===== src/rtl/core/lctv_pkg.sv =====
// Package with constants, types, the sine table and helper functions of the velocity controller.
package lctv_pkg;

   localparam int FRAC_BITS = 16;
   localparam int SINE_TABLE_BITS = 10;

   localparam int REG_W = 21;
   localparam int POS_W = 32;
   localparam int HEAD_W = 19;
   localparam int PHASE_W = 16;
   localparam int VEL_W = 22;
   localparam int FLAG_W = 4;
   localparam int NUM_REGS = 8;
   localparam int ADDR_W = 5;
   localparam int DATA_W = 32;

   localparam int SIN_W = FRAC_BITS + 2;
   localparam int QUARTER = 1 << (SINE_TABLE_BITS - 2);
   localparam int REFP_W = REG_W + 3;
   localparam int WC_W = REG_W + 2;
   localparam int D_W = 2 * REG_W + 3 - FRAC_BITS;
   localparam int U_W = REG_W + POS_W + 3 - FRAC_BITS;
   localparam int V_W = U_W + 2;
   localparam int HSHIFT = 32 + FRAC_BITS - SINE_TABLE_BITS;
   localparam int HPROD_W = HEAD_W + 31;
   localparam int HP_W = FRAC_BITS + 2;

   localparam logic [63:0] HALF_PI_Q30 = 64'd1686629713;
   localparam logic [30:0] INV_TWO_PI_Q32 = 31'd683565276;
   localparam logic [63:0] HALF_PI_L =
      (HALF_PI_Q30 + (64'd1 << (29 - FRAC_BITS))) >> (30 - FRAC_BITS);
   localparam logic signed [HP_W-1:0] HALF_PI = HP_W'(HALF_PI_L);
   localparam logic signed [REFP_W-1:0] Y_OFF = -(REFP_W'(1) << (FRAC_BITS - 1));
   localparam logic signed [REFP_W-1:0] Z_OFF = REFP_W'(3) << (FRAC_BITS - 1);

   typedef enum logic [2:0] {
      REG_GAIN_K,
      REG_LIMIT_XY,
      REG_LIMIT_Z,
      REG_LIMIT_YAW_RATE,
      REG_OMEGA,
      REG_AMP_X,
      REG_AMP_Y,
      REG_AMP_Z
   } reg_idx_type;

   typedef struct packed {
      logic [REG_W-1:0] gain_k;
      logic [REG_W-1:0] limit_xy;
      logic [REG_W-1:0] limit_z;
      logic [REG_W-1:0] limit_yaw_rate;
      logic [REG_W-1:0] omega;
      logic [REG_W-1:0] amp_x;
      logic [REG_W-1:0] amp_y;
      logic [REG_W-1:0] amp_z;
   } cfg_type;

   localparam logic [REG_W-1:0] RST_GAIN_K = 21'd6554;
   localparam logic [REG_W-1:0] RST_LIMIT_XY = 21'd65536;
   localparam logic [REG_W-1:0] RST_LIMIT_Z = 21'd65536;
   localparam logic [REG_W-1:0] RST_LIMIT_YAW_RATE = 21'd262144;
   localparam logic [REG_W-1:0] RST_OMEGA = 21'd4118;
   localparam logic [REG_W-1:0] RST_AMP_X = 21'd196608;
   localparam logic [REG_W-1:0] RST_AMP_Y = 21'd98304;
   localparam logic [REG_W-1:0] RST_AMP_Z = 21'd32768;

   typedef logic [FRAC_BITS:0] qtab_type [QUARTER+1];

   // First quadrant of the sine from a Taylor series in Q30, rounded to the output format.
   function automatic qtab_type build_qtab();
      qtab_type t;
      logic [63:0] x;
      logic [63:0] x2;
      logic [63:0] term;
      longint sum;
      for (int q = 0; q <= QUARTER; q++) begin
         x = (64'(q) * HALF_PI_Q30) >> (SINE_TABLE_BITS - 2);
         x2 = (x * x) >> 30;
         term = x;
         sum = longint'(x);
         term = ((term * x2) >> 30) / 64'd6;
         sum = sum - longint'(term);
         term = ((term * x2) >> 30) / 64'd20;
         sum = sum + longint'(term);
         term = ((term * x2) >> 30) / 64'd42;
         sum = sum - longint'(term);
         term = ((term * x2) >> 30) / 64'd72;
         sum = sum + longint'(term);
         term = ((term * x2) >> 30) / 64'd110;
         sum = sum - longint'(term);
         term = ((term * x2) >> 30) / 64'd156;
         sum = sum + longint'(term);
         if (sum < 0) begin
            sum = 0;
         end
         sum = (sum + (longint'(1) << (29 - FRAC_BITS))) >>> (30 - FRAC_BITS);
         t[q] = (FRAC_BITS + 1)'(sum);
      end
      return t;
   endfunction

   localparam qtab_type QTAB = build_qtab();

   function automatic logic signed [SIN_W-1:0] table_sin(input logic [SINE_TABLE_BITS-1:0] i);
      logic [1:0] quad;
      logic [SINE_TABLE_BITS-3:0] r;
      logic [SINE_TABLE_BITS-2:0] a;
      logic signed [SIN_W-1:0] mag;
      quad = i[SINE_TABLE_BITS-1:SINE_TABLE_BITS-2];
      r = i[SINE_TABLE_BITS-3:0];
      a = quad[0] ? ((SINE_TABLE_BITS - 1)'(QUARTER) - {1'b0, r}) : {1'b0, r};
      mag = $signed({1'b0, QTAB[a]});
      return quad[1] ? -mag : mag;
   endfunction

   function automatic logic signed [POS_W-1:0] sat_err(input logic signed [POS_W:0] v);
      logic signed [POS_W-1:0] res;
      if (v[POS_W] != v[POS_W-1]) begin
         res = v[POS_W] ? {1'b1, {(POS_W-1){1'b0}}} : {1'b0, {(POS_W-1){1'b1}}};
      end else begin
         res = v[POS_W-1:0];
      end
      return res;
   endfunction

endpackage


===== src/rtl/core/lctv_csr.sv =====
// Configuration register file with an APB-style write and read port.
module lctv_csr
   import lctv_pkg::*;
   (
   input  logic              clock,
   input  logic              reset,
   input  logic              psel,
   input  logic              penable,
   input  logic              pwrite,
   input  logic [ADDR_W-1:0] paddr,
   input  logic [DATA_W-1:0] pwdata,
   output logic [DATA_W-1:0] prdata,
   output logic              pready,
   output cfg_type           cfg
   );

   cfg_type cfg_ff;
   reg_idx_type idx;
   logic [REG_W-1:0] wdata;
   logic [REG_W-1:0] rdata;

   assign idx = reg_idx_type'(paddr[ADDR_W-1:2]);
   assign wdata = pwdata[REG_W-1:0];
   assign pready = 1'b1;
   assign cfg = cfg_ff;

   always_ff @(posedge clock) begin
      if (reset) begin
         cfg_ff.gain_k <= RST_GAIN_K;
         cfg_ff.limit_xy <= RST_LIMIT_XY;
         cfg_ff.limit_z <= RST_LIMIT_Z;
         cfg_ff.limit_yaw_rate <= RST_LIMIT_YAW_RATE;
         cfg_ff.omega <= RST_OMEGA;
         cfg_ff.amp_x <= RST_AMP_X;
         cfg_ff.amp_y <= RST_AMP_Y;
         cfg_ff.amp_z <= RST_AMP_Z;
      end else if (psel && penable && pwrite) begin
         case (idx)
            REG_GAIN_K: cfg_ff.gain_k <= wdata;
            REG_LIMIT_XY: cfg_ff.limit_xy <= wdata;
            REG_LIMIT_Z: cfg_ff.limit_z <= wdata;
            REG_LIMIT_YAW_RATE: cfg_ff.limit_yaw_rate <= wdata;
            REG_OMEGA: cfg_ff.omega <= wdata;
            REG_AMP_X: cfg_ff.amp_x <= wdata;
            REG_AMP_Y: cfg_ff.amp_y <= wdata;
            REG_AMP_Z: cfg_ff.amp_z <= wdata;
            default: cfg_ff.gain_k <= cfg_ff.gain_k;
         endcase
      end
   end

   always_comb begin
      case (idx)
         REG_GAIN_K: rdata = cfg_ff.gain_k;
         REG_LIMIT_XY: rdata = cfg_ff.limit_xy;
         REG_LIMIT_Z: rdata = cfg_ff.limit_z;
         REG_LIMIT_YAW_RATE: rdata = cfg_ff.limit_yaw_rate;
         REG_OMEGA: rdata = cfg_ff.omega;
         REG_AMP_X: rdata = cfg_ff.amp_x;
         REG_AMP_Y: rdata = cfg_ff.amp_y;
         REG_AMP_Z: rdata = cfg_ff.amp_z;
         default: rdata = '0;
      endcase
   end

   assign prdata = DATA_W'(rdata);

endmodule


===== config.mk =====
export PLATFORM = sky130hd
export DESIGN_NAME = lctv_csr
export DESIGN_NICKNAME = d
export VERILOG_FILES = /design/src/rtl/core/lctv_pkg.sv /design/src/rtl/core/lctv_csr.sv
export SDC_FILE = /design/constraint.sdc
export NUM_CORES = 1
export LEC_CHECK = 0
export BUFFER_PORTS_ARGS = -buffer_cell sky130_fd_sc_hd__buf_2
export CAP_MARGIN = 15
export CELL_PAD_IN_SITES_DETAIL_PLACEMENT = 0
export CELL_PAD_IN_SITES_GLOBAL_PLACEMENT = 1
export CORE_MARGIN = 8
export CORE_UTILIZATION = 39
export CTS_CLUSTER_DIAMETER = 80
export DETAILED_ROUTE_END_ITERATION = 6
export PLACE_DENSITY = 0.87
export SLEW_MARGIN = 0
export SYNTH_ARGS = -nofsm -noshare
export SYNTH_HDL_FRONTEND = slang
export SYNTH_SLANG_ARGS = --single-unit

===== constraint.sdc =====
create_clock -name clock -period 2.2 [get_ports clock]
set_clock_uncertainty 0.1 [all_clocks]
set_input_delay 0.11 -clock clock [delete_from_list [all_inputs] [get_ports clock]]
set_output_delay 0.11 -clock clock [all_outputs]
set_load 0.03 [all_outputs]

==> qor.tcl, run 1 <==
set qor(run_status) {finished, final reports clean}
set qor(syn-mean-instance-area_sq_um) 7.68
set qor(utilization) 0.494
set qor(min_from) {reset}
set qor(cts.clk_slew.worst_paths_ns) 0.07
set qor(global_route_wire_length_before_repair_um) 41600
set qor(number_of_flip_flops_under_the_largest_register_name) 168
set qor(cts_num_sinks) 168
set qor(layout.cells.most_common_list) {nand2_1, buf_2, dfxtp_1}
set qor(final_critical_path_setup_slack_ns) 0.171
set qor(fp.dieW_um) 155
set qor(via_count_of_the_first_global_routing_pass) 7206
set qor(htree_num_levels) 4
set qor(max_clock_freq_mhz) 493
set qor(rr_startpoint) {cfg[121]}
set qor(tightestPinTransition_ns) 0.943
set qor(start_kind) {flop}
set qor(antenna_violations_before_repair) 0
set qor(grt_use_total) 0.224
set qor(grt_start_max_net_pins) 59
set qor(synth-seq-cells) 168
set qor(post-place-ws_ns) 0.147
set qor(route.detailed.wl_per_inst_um) 18.8
set qor(layout-area-overhead-vs-synth_pct) 26.2
set qor(max-clock-path-buffers) 2
set qor(min_period_ns) 2.03
set qor(via_per_inst) 5.09
set qor(hpwlAfterDp_um) 19600
set qor(hold_ws_ns) 0.0468
set qor(slew-limit-headroom) 0.371
set qor(critPathArrivalTime_ns) 1.82
set qor(post-route-period-util) 0.922
set qor(summed_instance_area_of_the_synthesized_netlist_sq_um) 7520
set qor(drc_errors) 0
set qor(io_pins) 243
set qor(timing.final.hold_violations) 0
set qor(type_of_the_setup_path_with_the_least_slack) {flop to output pin}
set qor(sum_of_routed_wire_length_over_all_layers_um) 27100
set qor(drt_first_iter_violations) 392
set qor(core.rowCount) 51
set qor(detail-route-antenna-nets) 0
set qor(n_antenna_cell) 0
set qor(totalPowerFinal_mw) 6.73
set qor(min_path_cells) 2
set qor(postSynthCellCount) 979
set qor(initial_utilization) 0.392
set qor(min-delay-path-class) {input port to flop}
set qor(critical_path.endpoint_type) {output pin}
set qor(ys_warn_count) 0
set qor(total_leakage_power_nw) 4.02
set qor(worst-endpoint-required_ns) 1.99
set qor(vias) 7338
set qor(reg2reg_setup_slack_ns) 1.29
set qor(power.ir.vdd_worst_uv) 556
set qor(timing.final.setup_violations) 0
set qor(most_frequent_standard_cell_in_the_layout_excluding_fill_and_tap_cells) {nand2_1}
set qor(placement.io_buffers) 217
set qor(grt_setup_unrepaired) {no}
set qor(yosysSeqAreaShare) 0.447
set qor(power_density_nw_per_um2) 709
set qor(tritoncts) {built}
set qor(design.die.area_sq_um) 24000
set qor(layout-drive-gt1-share) 0.262
set qor(setup_buffers_after_cts) 0
set qor(core_sq_um) 19200
set qor(clock_latency_ns) 0.43
set qor(synth_cell_types) 28
set qor(timing.hold.worst_endpoint) {cfg[99]}
set qor(max_cap_viol_count) 0
set qor(synthTopCellsByArea) {dfxtp_1, nand2_1, a21oi_1}
set qor(tritoncts.num_buffers) 17
set qor(r2r.worst_path.cells) 3
set qor(crit_path_max_fanout) 3
set qor(grt_overflow) 0
set qor(drt_pre_antenna_iters) 5
set qor(yosysTopAreaCellShare) 0.447
set qor(dieHeight_um) 155
set qor(synth.largest_area_cell) {dfxtp_1}
set qor(setup_total_negative_slack_ns) 0
set qor(finalNetCount) 1208
set qor(final-max-slew-violation-count) 0
set qor(globalplace.congestion) 0.847
set qor(clockRootBuffer) {clkbuf_16}
set qor(crit-reg2reg-capture) {cfg[121]}
per-stage QoR:
stage / area (sq um) / cells
floorplan: 7560 / 989
finish: 9490 / 1443
global route: 9490 / 1443
detailed placement: 8680 / 1391
CTS: 9480 / 1443
global placement: 8680 / 1391
cell usage after synthesis (all sizes together):
cell,n
a211o,1
a21oi,150
a221oi,41
a22o,22
a31oi,1
buf,65
clkbuf,43
conb,2
dfxtp,168
inv,21
mux2,21
mux2i,19
nand2,336
nand2b,5
nand3b,18
nand4,1
nand4b,1
nor2,50
nor2b,2
nor3,2
o2bb2ai,1
or2,6
or3,3
how the worst max path moves through the flow:
| stage | slack [ns] | startpoint | to | cells after the start |
|---|---|---|---|---|
| after floorplan | 0.54 | paddr[3] | prdata[10] | 7 |
| after CTS | 0.04 | cfg[30] | prdata[9] | 5 |
| final | 0.17 | cfg[79] | prdata[16] | 5 |
| after global routing | 0.05 | cfg[59] | prdata[17] | 5 |
| after detailed placement | 0.15 | paddr[4] | prdata[10] | 6 |
| after global placement | 0.14 | paddr[4] | prdata[10] | 6 |
report_power, final:
group | total, mW | internal, mW | leakage (nW) | switching [mW]
logic | 0.631 | 0.188 | 2.39 | 0.443
clock network | 3.02 | 1.75 | 0.284 | 1.26
registers | 3.08 | 3.07 | 1.36 | 0.0184
total | 6.73 | 5.01 | 4.02 | 1.72
logic make-up after synthesis:
logic type / count (synthesis) / synth area share
other cells: 2 / 0.000998
simple gates: 424 / 0.232
compound gates: 216 / 0.176
flops: 168 / 0.447
mux: 40 / 0.0567
buf+inv: 129 / 0.0868
what timing repair did:
action / in CTS / in global routing
setup endpoints to repair: 0 / 1
hold endpoints to repair: 168 / 0
gates resized for setup: 0 / 2
hold buffers: 21 / 0
critical path, stage by stage (launching register included):
cell,delay [ns]
dfxtp_1,0.35
mux2i_1,0.08
a221oi_1,0.45
a221oi_1,0.10
nor2_1,0.18
buf_2,0.23
area by class of cell:
class / instances / area, sq um
Timing Repair Buffer: 266 / 1560
Clock inverter: 11 / 124
Inverter: 21 / 78.8
Sequential cell: 168 / 3360
Multi-Input combinational cell: 692 / 3570
Clock buffer: 20 / 467
Tap cell: 265 / 332
Fill cell: 1959 / 9710
metal layers:
layer / track usage / vias to the layer above / part of all wire
met5: 0 / - / 0
met4: 0.0756 / 0 / 0.020
met3: 0.0635 / 33 / 0.087
met2: 0.385 / 281 / 0.49
met1: 0.264 / 3420 / 0.40
li1: - / 3604 / -
(Power assumes the default switching activity.)
==> inputs of run 2 (changes only) <==
--- a/constraint.sdc
+++ b/constraint.sdc
@@ -3,3 +3,3 @@
 set_input_delay 0.11 -clock clock [delete_from_list [all_inputs] [get_ports clock]]
 set_output_delay 0.11 -clock clock [all_outputs]
-set_load 0.03 [all_outputs]
+set_load 0.1 [all_outputs]
==> qor.tcl, run 2 (synthesis results as in run 1) <==
set qor(run_status) {finished, final reports clean}
set qor(type_of_the_setup_path_with_the_least_slack) {flop to output pin}
set qor(layout-drive-gt1-share) 0.318
set qor(critical_path.endpoint_type) {output pin}
set qor(setup_buffers_after_cts) 0
set qor(drt_pre_antenna_iters) 7
set qor(crit_path_max_fanout) 3
set qor(cts.clk_slew.worst_paths_ns) 0.06
set qor(max-clock-path-buffers) 2
set qor(start_kind) {flop}
set qor(most_frequent_standard_cell_in_the_layout_excluding_fill_and_tap_cells) {nand2_1}
set qor(max_cap_viol_count) 0
set qor(startpoint) {cfg[20]}
set qor(power.ir.vdd_worst_uv) 571
set qor(crit_cells) 5
set qor(grt_start_max_net_pins) 72
set qor(htree_num_levels) 4
set qor(clock_power_frac) 0.424
set qor(seqPwrFrac) 0.427
set qor(drt_first_iter_violations) 478
set qor(clock_latency_ns) 0.43
set qor(rr_startpoint) {cfg[121]}
set qor(post-route-period-util) 0.965
set qor(finish.cell_count_without_fillers) 1450
set qor(place.detailed.instances) 1403
set qor(design.die.area_sq_um) 24000
set qor(dieHeight_um) 155
set qor(power_density_nw_per_um2) 719
set qor(combPwrFrac) 0.150
set qor(worstPathBufferInverterCount) 1
set qor(detail-route-antenna-nets) 0
set qor(slew-limit-headroom) 0.432
set qor(core.rowCount) 51
set qor(core_sq_um) 19200
set qor(tritoncts) {built}
set qor(hpwlAfterDp_um) 20000
set qor(fp.dieW_um) 155
set qor(antenna_violations_before_repair) 0
set qor(initial_utilization) 0.392
set qor(min_period_ns) 2.12
set qor(via_per_inst) 5.12
set qor(critPathArrivalTime_ns) 1.91
set qor(totalPowerFinal_mw) 7.23
set qor(finalNetCount) 1220
set qor(clockRootBuffer) {clkbuf_16}
set qor(final-max-slew-violation-count) 0
set qor(max_clock_freq_mhz) 471
set qor(reg2reg_setup_slack_ns) 1.32
set qor(switching_share) 0.276
set qor(route.detailed.wl_per_inst_um) 18.9
set qor(grt_overflow) 0
set qor(critical_path_cell_by_cell) {mux2_2 -> a22o_1 -> a221oi_1 -> nor2_4 -> buf_12}
set qor(layout.cells.most_common_list) {nand2_1, buf_2, a21oi_1}
set qor(critical_path.endpoint) {prdata[20]}
set qor(min_from) {penable}
set qor(cts_num_sinks) 168
set qor(setup_total_negative_slack_ns) 0
set qor(filler_cell_count) 1842
set qor(tritoncts.num_buffers) 17
set qor(layout-area-overhead-vs-synth_pct) 33.7
set qor(timing.final.hold_violations) 0
set qor(timing.critical_path.slowest_cell_delay_ns) 0.41
set qor(io_pins) 243
set qor(tightestPinTransition_ns) 0.853
set qor(min_path_cells) 5
set qor(crit_family) {compound AO/OA/AOI/OAI gates}
set qor(grt_setup_unrepaired) {no}
set qor(drc_errors) 0
set qor(via_count_of_the_first_global_routing_pass) 7170
set qor(worst-endpoint-required_ns) 1.99
set qor(p_int_mw) 5.23
set qor(number_of_flip_flops_under_the_largest_register_name) 168
set qor(critical-path-slowest-cell) {a221oi_1}
set qor(min-delay-path-class) {input port to flop}
set qor(placement.io_buffers) 217
set qor(globalplace.congestion) 0.817
set qor(r2r.worst_path.cells) 3
set qor(vias) 7417
set qor(timing.final.setup_violations) 0
set qor(total_switching_power_mw) 2.00
set qor(grt_use_total) 0.226
set qor(sum_of_routed_wire_length_over_all_layers_um) 27500
set qor(crit-reg2reg-capture) {cfg[121]}
set qor(n_antenna_cell) 0
set qor(global_route_wire_length_before_repair_um) 41900
set qor(total_leakage_power_nw) 4.19
## run 2: cell count changes in the layout (fill, tap and decap cells not counted), sizes merged
| cell | before | now |
|---|---|---|
| buf | 245 | 256 |
| bufinv | 2 | 4 |
| clkbuf | 20 | 22 |
| clkinv | 6 | 1 |
| clkinvlp | 3 | 0 |
## run 2: layout make-up
cell class	instances	area, sq um	share of cell area
clock inverter	5	125	0.0124
inverter	21	78.8	0.00784
sequential	168	3410	0.339
tap	265	332	0.0330
timing repair buffer	278	1890	0.188
multi-input combinational	692	3770	0.375
clock buffer	21	450	0.0448
## run 2: metrics by stage
step	area (sq um)	utilization	hold WS (ns)	setup slack (ns)
2_1_floorplan	7770	-	0.261	-0.00885
3_3_place_gp	9220	0.480	0.346	0.177
3_5_place_dp	9220	0.480	0.351	0.157
4_1_cts	10000	0.521	0.128	0.0139
5_1_grt	10100	0.524	0.182	0.00688
6_report	10100	0.524	0.133	0.0776
## run 2: power groups by stage
| stage | Clock (mW) | Sequential, mW | Combinational (mW) |
|---|---|---|---|
| final | 3.06 | 3.09 | 1.08 |
| after global routing | 3.22 | 3.09 | 1.13 |
| after CTS | 3.09 | 3.09 | 1.08 |
| after detailed placement | 0 | 3.15 | 1.05 |
| after global placement | 0 | 3.15 | 1.04 |
| after floorplan | 0 | 3.33 | 0.612 |
## run 2: worst min-delay path by stage
stage | to | slack [ns]
after floorplan | cfg[121] | 0.26
after global placement | cfg[38] | 0.35
after detailed placement | cfg[24] | 0.35
after CTS | cfg[121] | 0.13
after global routing | cfg[162] | 0.18
final | cfg[121] | 0.13
## run 2: timing repair
action	4_1_cts	5_1_grt
hold buffers	21	0
pin swaps	0	0
resized for setup	2	9
cloned	0	0
hold endpoints to repair	168	0
setup endpoints to repair	2	8
## run 2: worst reg2reg max path, cell delays in order, from the launching register on
cell and delay, ns:
dfxtp_1 0.31, inv_1 0.06, nor2_1 0.04, a211o_1 0.26
## run 2: per-layer routing
| metal | vias up | global-route usage | share of wire |
|---|---|---|---|
| met5 | - | 0 | 0 |
| met4 | 0 | 0.0770 | 0.018 |
| met3 | 39 | 0.0669 | 0.085 |
| met2 | 283 | 0.386 | 0.50 |
| met1 | 3476 | 0.265 | 0.40 |
| li1 | 3619 | - | - |
==> inputs of run 3 (changes only) <==
Settings changed: ABC_AREA set to 1, CORE_UTILIZATION 39 to 38, PLACE_DENSITY 0.87 to 0.88.
==> qor.tcl, run 3 <==
set qor(layout.cells.most_common_list) {nor2_1, buf_2, dfxtp_1}
set qor(power_density_nw_per_um2) 737
set qor(synth_cell_types) 20
set qor(total_leakage_power_nw) 4.91
set qor(summed_instance_area_of_the_synthesized_netlist_sq_um) 7660
set qor(io_pins) 243
set qor(drc_errors) 0
set qor(grt_setup_unrepaired) {no}
set qor(synth-seq-cells) 168
set qor(type_of_the_setup_path_with_the_least_slack) {flop to output pin}
set qor(initial_utilization) 0.382
set qor(setup_buffers_after_cts) 0
set qor(worst-endpoint-required_ns) 1.99
set qor(dieHeight_um) 158
set qor(via_count_of_the_first_global_routing_pass) 7413
set qor(core_sq_um) 20000
set qor(hpwlAfterDp_um) 22200
set qor(tightestPinTransition_ns) 0.778
set qor(filler_cell_count) 2053
set qor(grt_start_max_net_pins) 169
set qor(start_kind) {flop}
set qor(yosysSeqAreaShare) 0.439
set qor(route.detailed.wl_per_inst_um) 20.3
set qor(synth-async-reset-ratio) 0
set qor(timing.critical_path.slowest_cell_delay_ns) 0.34
set qor(globalplace.congestion) 0.884
set qor(postSynthCellCount) 1143
set qor(tritoncts.num_buffers) 17
set qor(max_cap_viol_count) 0
set qor(critPathArrivalTime_ns) 1.72
set qor(rr_startpoint) {cfg[88]}
set qor(global_route_wire_length_before_repair_um) 47100
set qor(final-max-slew-violation-count) 0
set qor(min-delay-path-class) {input port to flop}
set qor(yosys.cell_count.top_type) {nor2_1}
set qor(utilization) 0.491
set qor(max_clock_freq_mhz) 518
set qor(clock_latency_ns) 0.42
set qor(placement.io_buffers) 217
set qor(drt_pre_antenna_iters) 6
set qor(via_per_inst) 5.30
set qor(finalNetCount) 1349
set qor(min_from) {pwdata[14]}
set qor(design.die.area_sq_um) 25000
set qor(critical_path_cell_by_cell) {nand4_1 -> nand2_1 -> nor2_1 -> nand3_1 -> buf_12}
set qor(max-clock-path-buffers) 2
set qor(setup_total_negative_slack_ns) 0
set qor(sum_of_routed_wire_length_over_all_layers_um) 32300
set qor(layout-drive-gt1-share) 0.216
set qor(post-route-period-util) 0.877
set qor(yosysTopAreaCellShare) 0.439
set qor(ys_dominant_reg_cell) {dfxtp_1}
set qor(grt_use_total) 0.253
set qor(grt_overflow) 0
set qor(netlist_top_cells_count) {nor2_1, dfxtp_1, nand2_1, o21ai_0, nand4_1}
set qor(synth.largest_area_cell) {dfxtp_1}
set qor(crit_path_max_fanout) 3
set qor(critical_path.endpoint_type) {output pin}
set qor(r2r.worst_path.cells) 2
set qor(crit-reg2reg-capture) {cfg[88]}
set qor(clockRootBuffer) {clkbuf_16}
set qor(tritoncts) {built}
set qor(most_frequent_standard_cell_in_the_layout_excluding_fill_and_tap_cells) {nor2_1}
set qor(power.ir.vdd_worst_uv) 410
set qor(layout-area-overhead-vs-synth_pct) 28.3
set qor(postCtsResizedCells) 0
set qor(cts_num_sinks) 168
set qor(vias) 8439
set qor(synthTopCellsByArea) {dfxtp_1, nor2_1, o21ai_0}
set qor(min_period_ns) 1.93
set qor(slew-limit-headroom) 0.481
set qor(antenna_violations_before_repair) 2
set qor(drt_first_iter_violations) 1207
set qor(number_of_flip_flops_under_the_largest_register_name) 168
set qor(core.rowCount) 52
set qor(post_synth_edffs) 0
set qor(reg2reg_setup_slack_ns) 1.41
set qor(cts.clk_slew.worst_paths_ns) 0.07
set qor(htree_num_levels) 4
set qor(ys_warn_count) 0
set qor(min_path_cells) 3
set qor(fp.dieW_um) 158
set qor(timing.final.hold_violations) 0
set qor(critical-path-slowest-cell) {dfxtp_1}
set qor(detail-route-antenna-nets) 0
set qor(run_status) {finished, final reports clean}
set qor(timing.final.setup_violations) 0
set qor(cts_hold_buf) 16
set qor(syn-mean-instance-area_sq_um) 6.70
set qor(timing.hold.worst_endpoint) {cfg[119]}
==> run 3: how the worst max path moves through the flow <==
stage	slack, ns	end	depth (start not counted)	start
after global routing	0.15	prdata[10]	8	paddr[2]
after CTS	0.27	prdata[9]	5	cfg[114]
after floorplan	0.002	prdata[18]	4	cfg[102]
final	0.27	prdata[12]	5	cfg[117]
after global placement	0.28	cfg[121]	8	paddr[4]
after detailed placement	0.26	cfg[22]	7	paddr[2]
==> run 3: layout make-up <==
type / instances / area [sq um] / share of cell area
Tap cell: 270 / 338 / 0.0344
Timing Repair Buffer: 256 / 1770 / 0.180
Sequential cell: 168 / 3360 / 0.342
Multi-Input combinational cell: 829 / 3630 / 0.369
Antenna cell: 1 / 2.50 / 0.000255
Inverter: 35 / 133 / 0.0135
Clock buffer: 17 / 425 / 0.0433
Clock inverter: 15 / 166 / 0.0169
==> run 3: critical path, delay by kind of cell, from the launching register on <==
| family | cells | cell delay (ns) |
|---|---|---|
| and+or+nand+nor | 4 | 0.73 |
| DFF | 1 | 0.34 |
| buffers and inverters | 1 | 0.22 |
==> run 3: power by group <==
group          leakage, nW  internal [mW]  total (mW)  switching, mW
Clock                0.270           1.69        3.05           1.35
Combinational         3.28          0.204        1.09          0.882
Sequential            1.36           3.08        3.11         0.0312
==> run 3: metrics by stage <==
stage / setup slack (ns) / hold slack, ns / power (mW) / cells / cell area, sq um
finish: 0.270 / 0.0160 / 7.24 / 1591 / 9830
global route: 0.151 / 0.0000875 / 7.44 / 1591 / 9830
CTS: 0.270 / 0.0000848 / 7.25 / 1590 / 9830
detailed placement: 0.261 / 0.369 / 4.23 / 1542 / 9080
global placement: 0.278 / 0.359 / 4.23 / 1542 / 9080
floorplan: 0.00221 / 0.288 / 3.96 / 1153 / 7700
==> run 3: kinds of logic (layout without fill, tap and decap cells) <==
logic type             count (synthesis)  count (layout)  share of synthesized area
other                                  2              13                   0.000980
buffers and inverters                156             323                     0.0918
flip-flops                           168             168                      0.439
AO/OA/AOI/OAI                        151             151                     0.0993
AND/OR/NAND/NOR                      666             666                      0.369
==> run 3: per-layer routing <==
| metal | wire length [um] | track usage | vias to the layer above |
|---|---|---|---|
| met3 | 3400 | 0.0562 | 43 |
| met1 | 13700 | 0.348 | 3913 |
| met5 | 13 | 0 | - |
| li1 | - | - | 4020 |
| met4 | 937 | 0.0934 | 2 |
| met2 | 14300 | 0.379 | 461 |
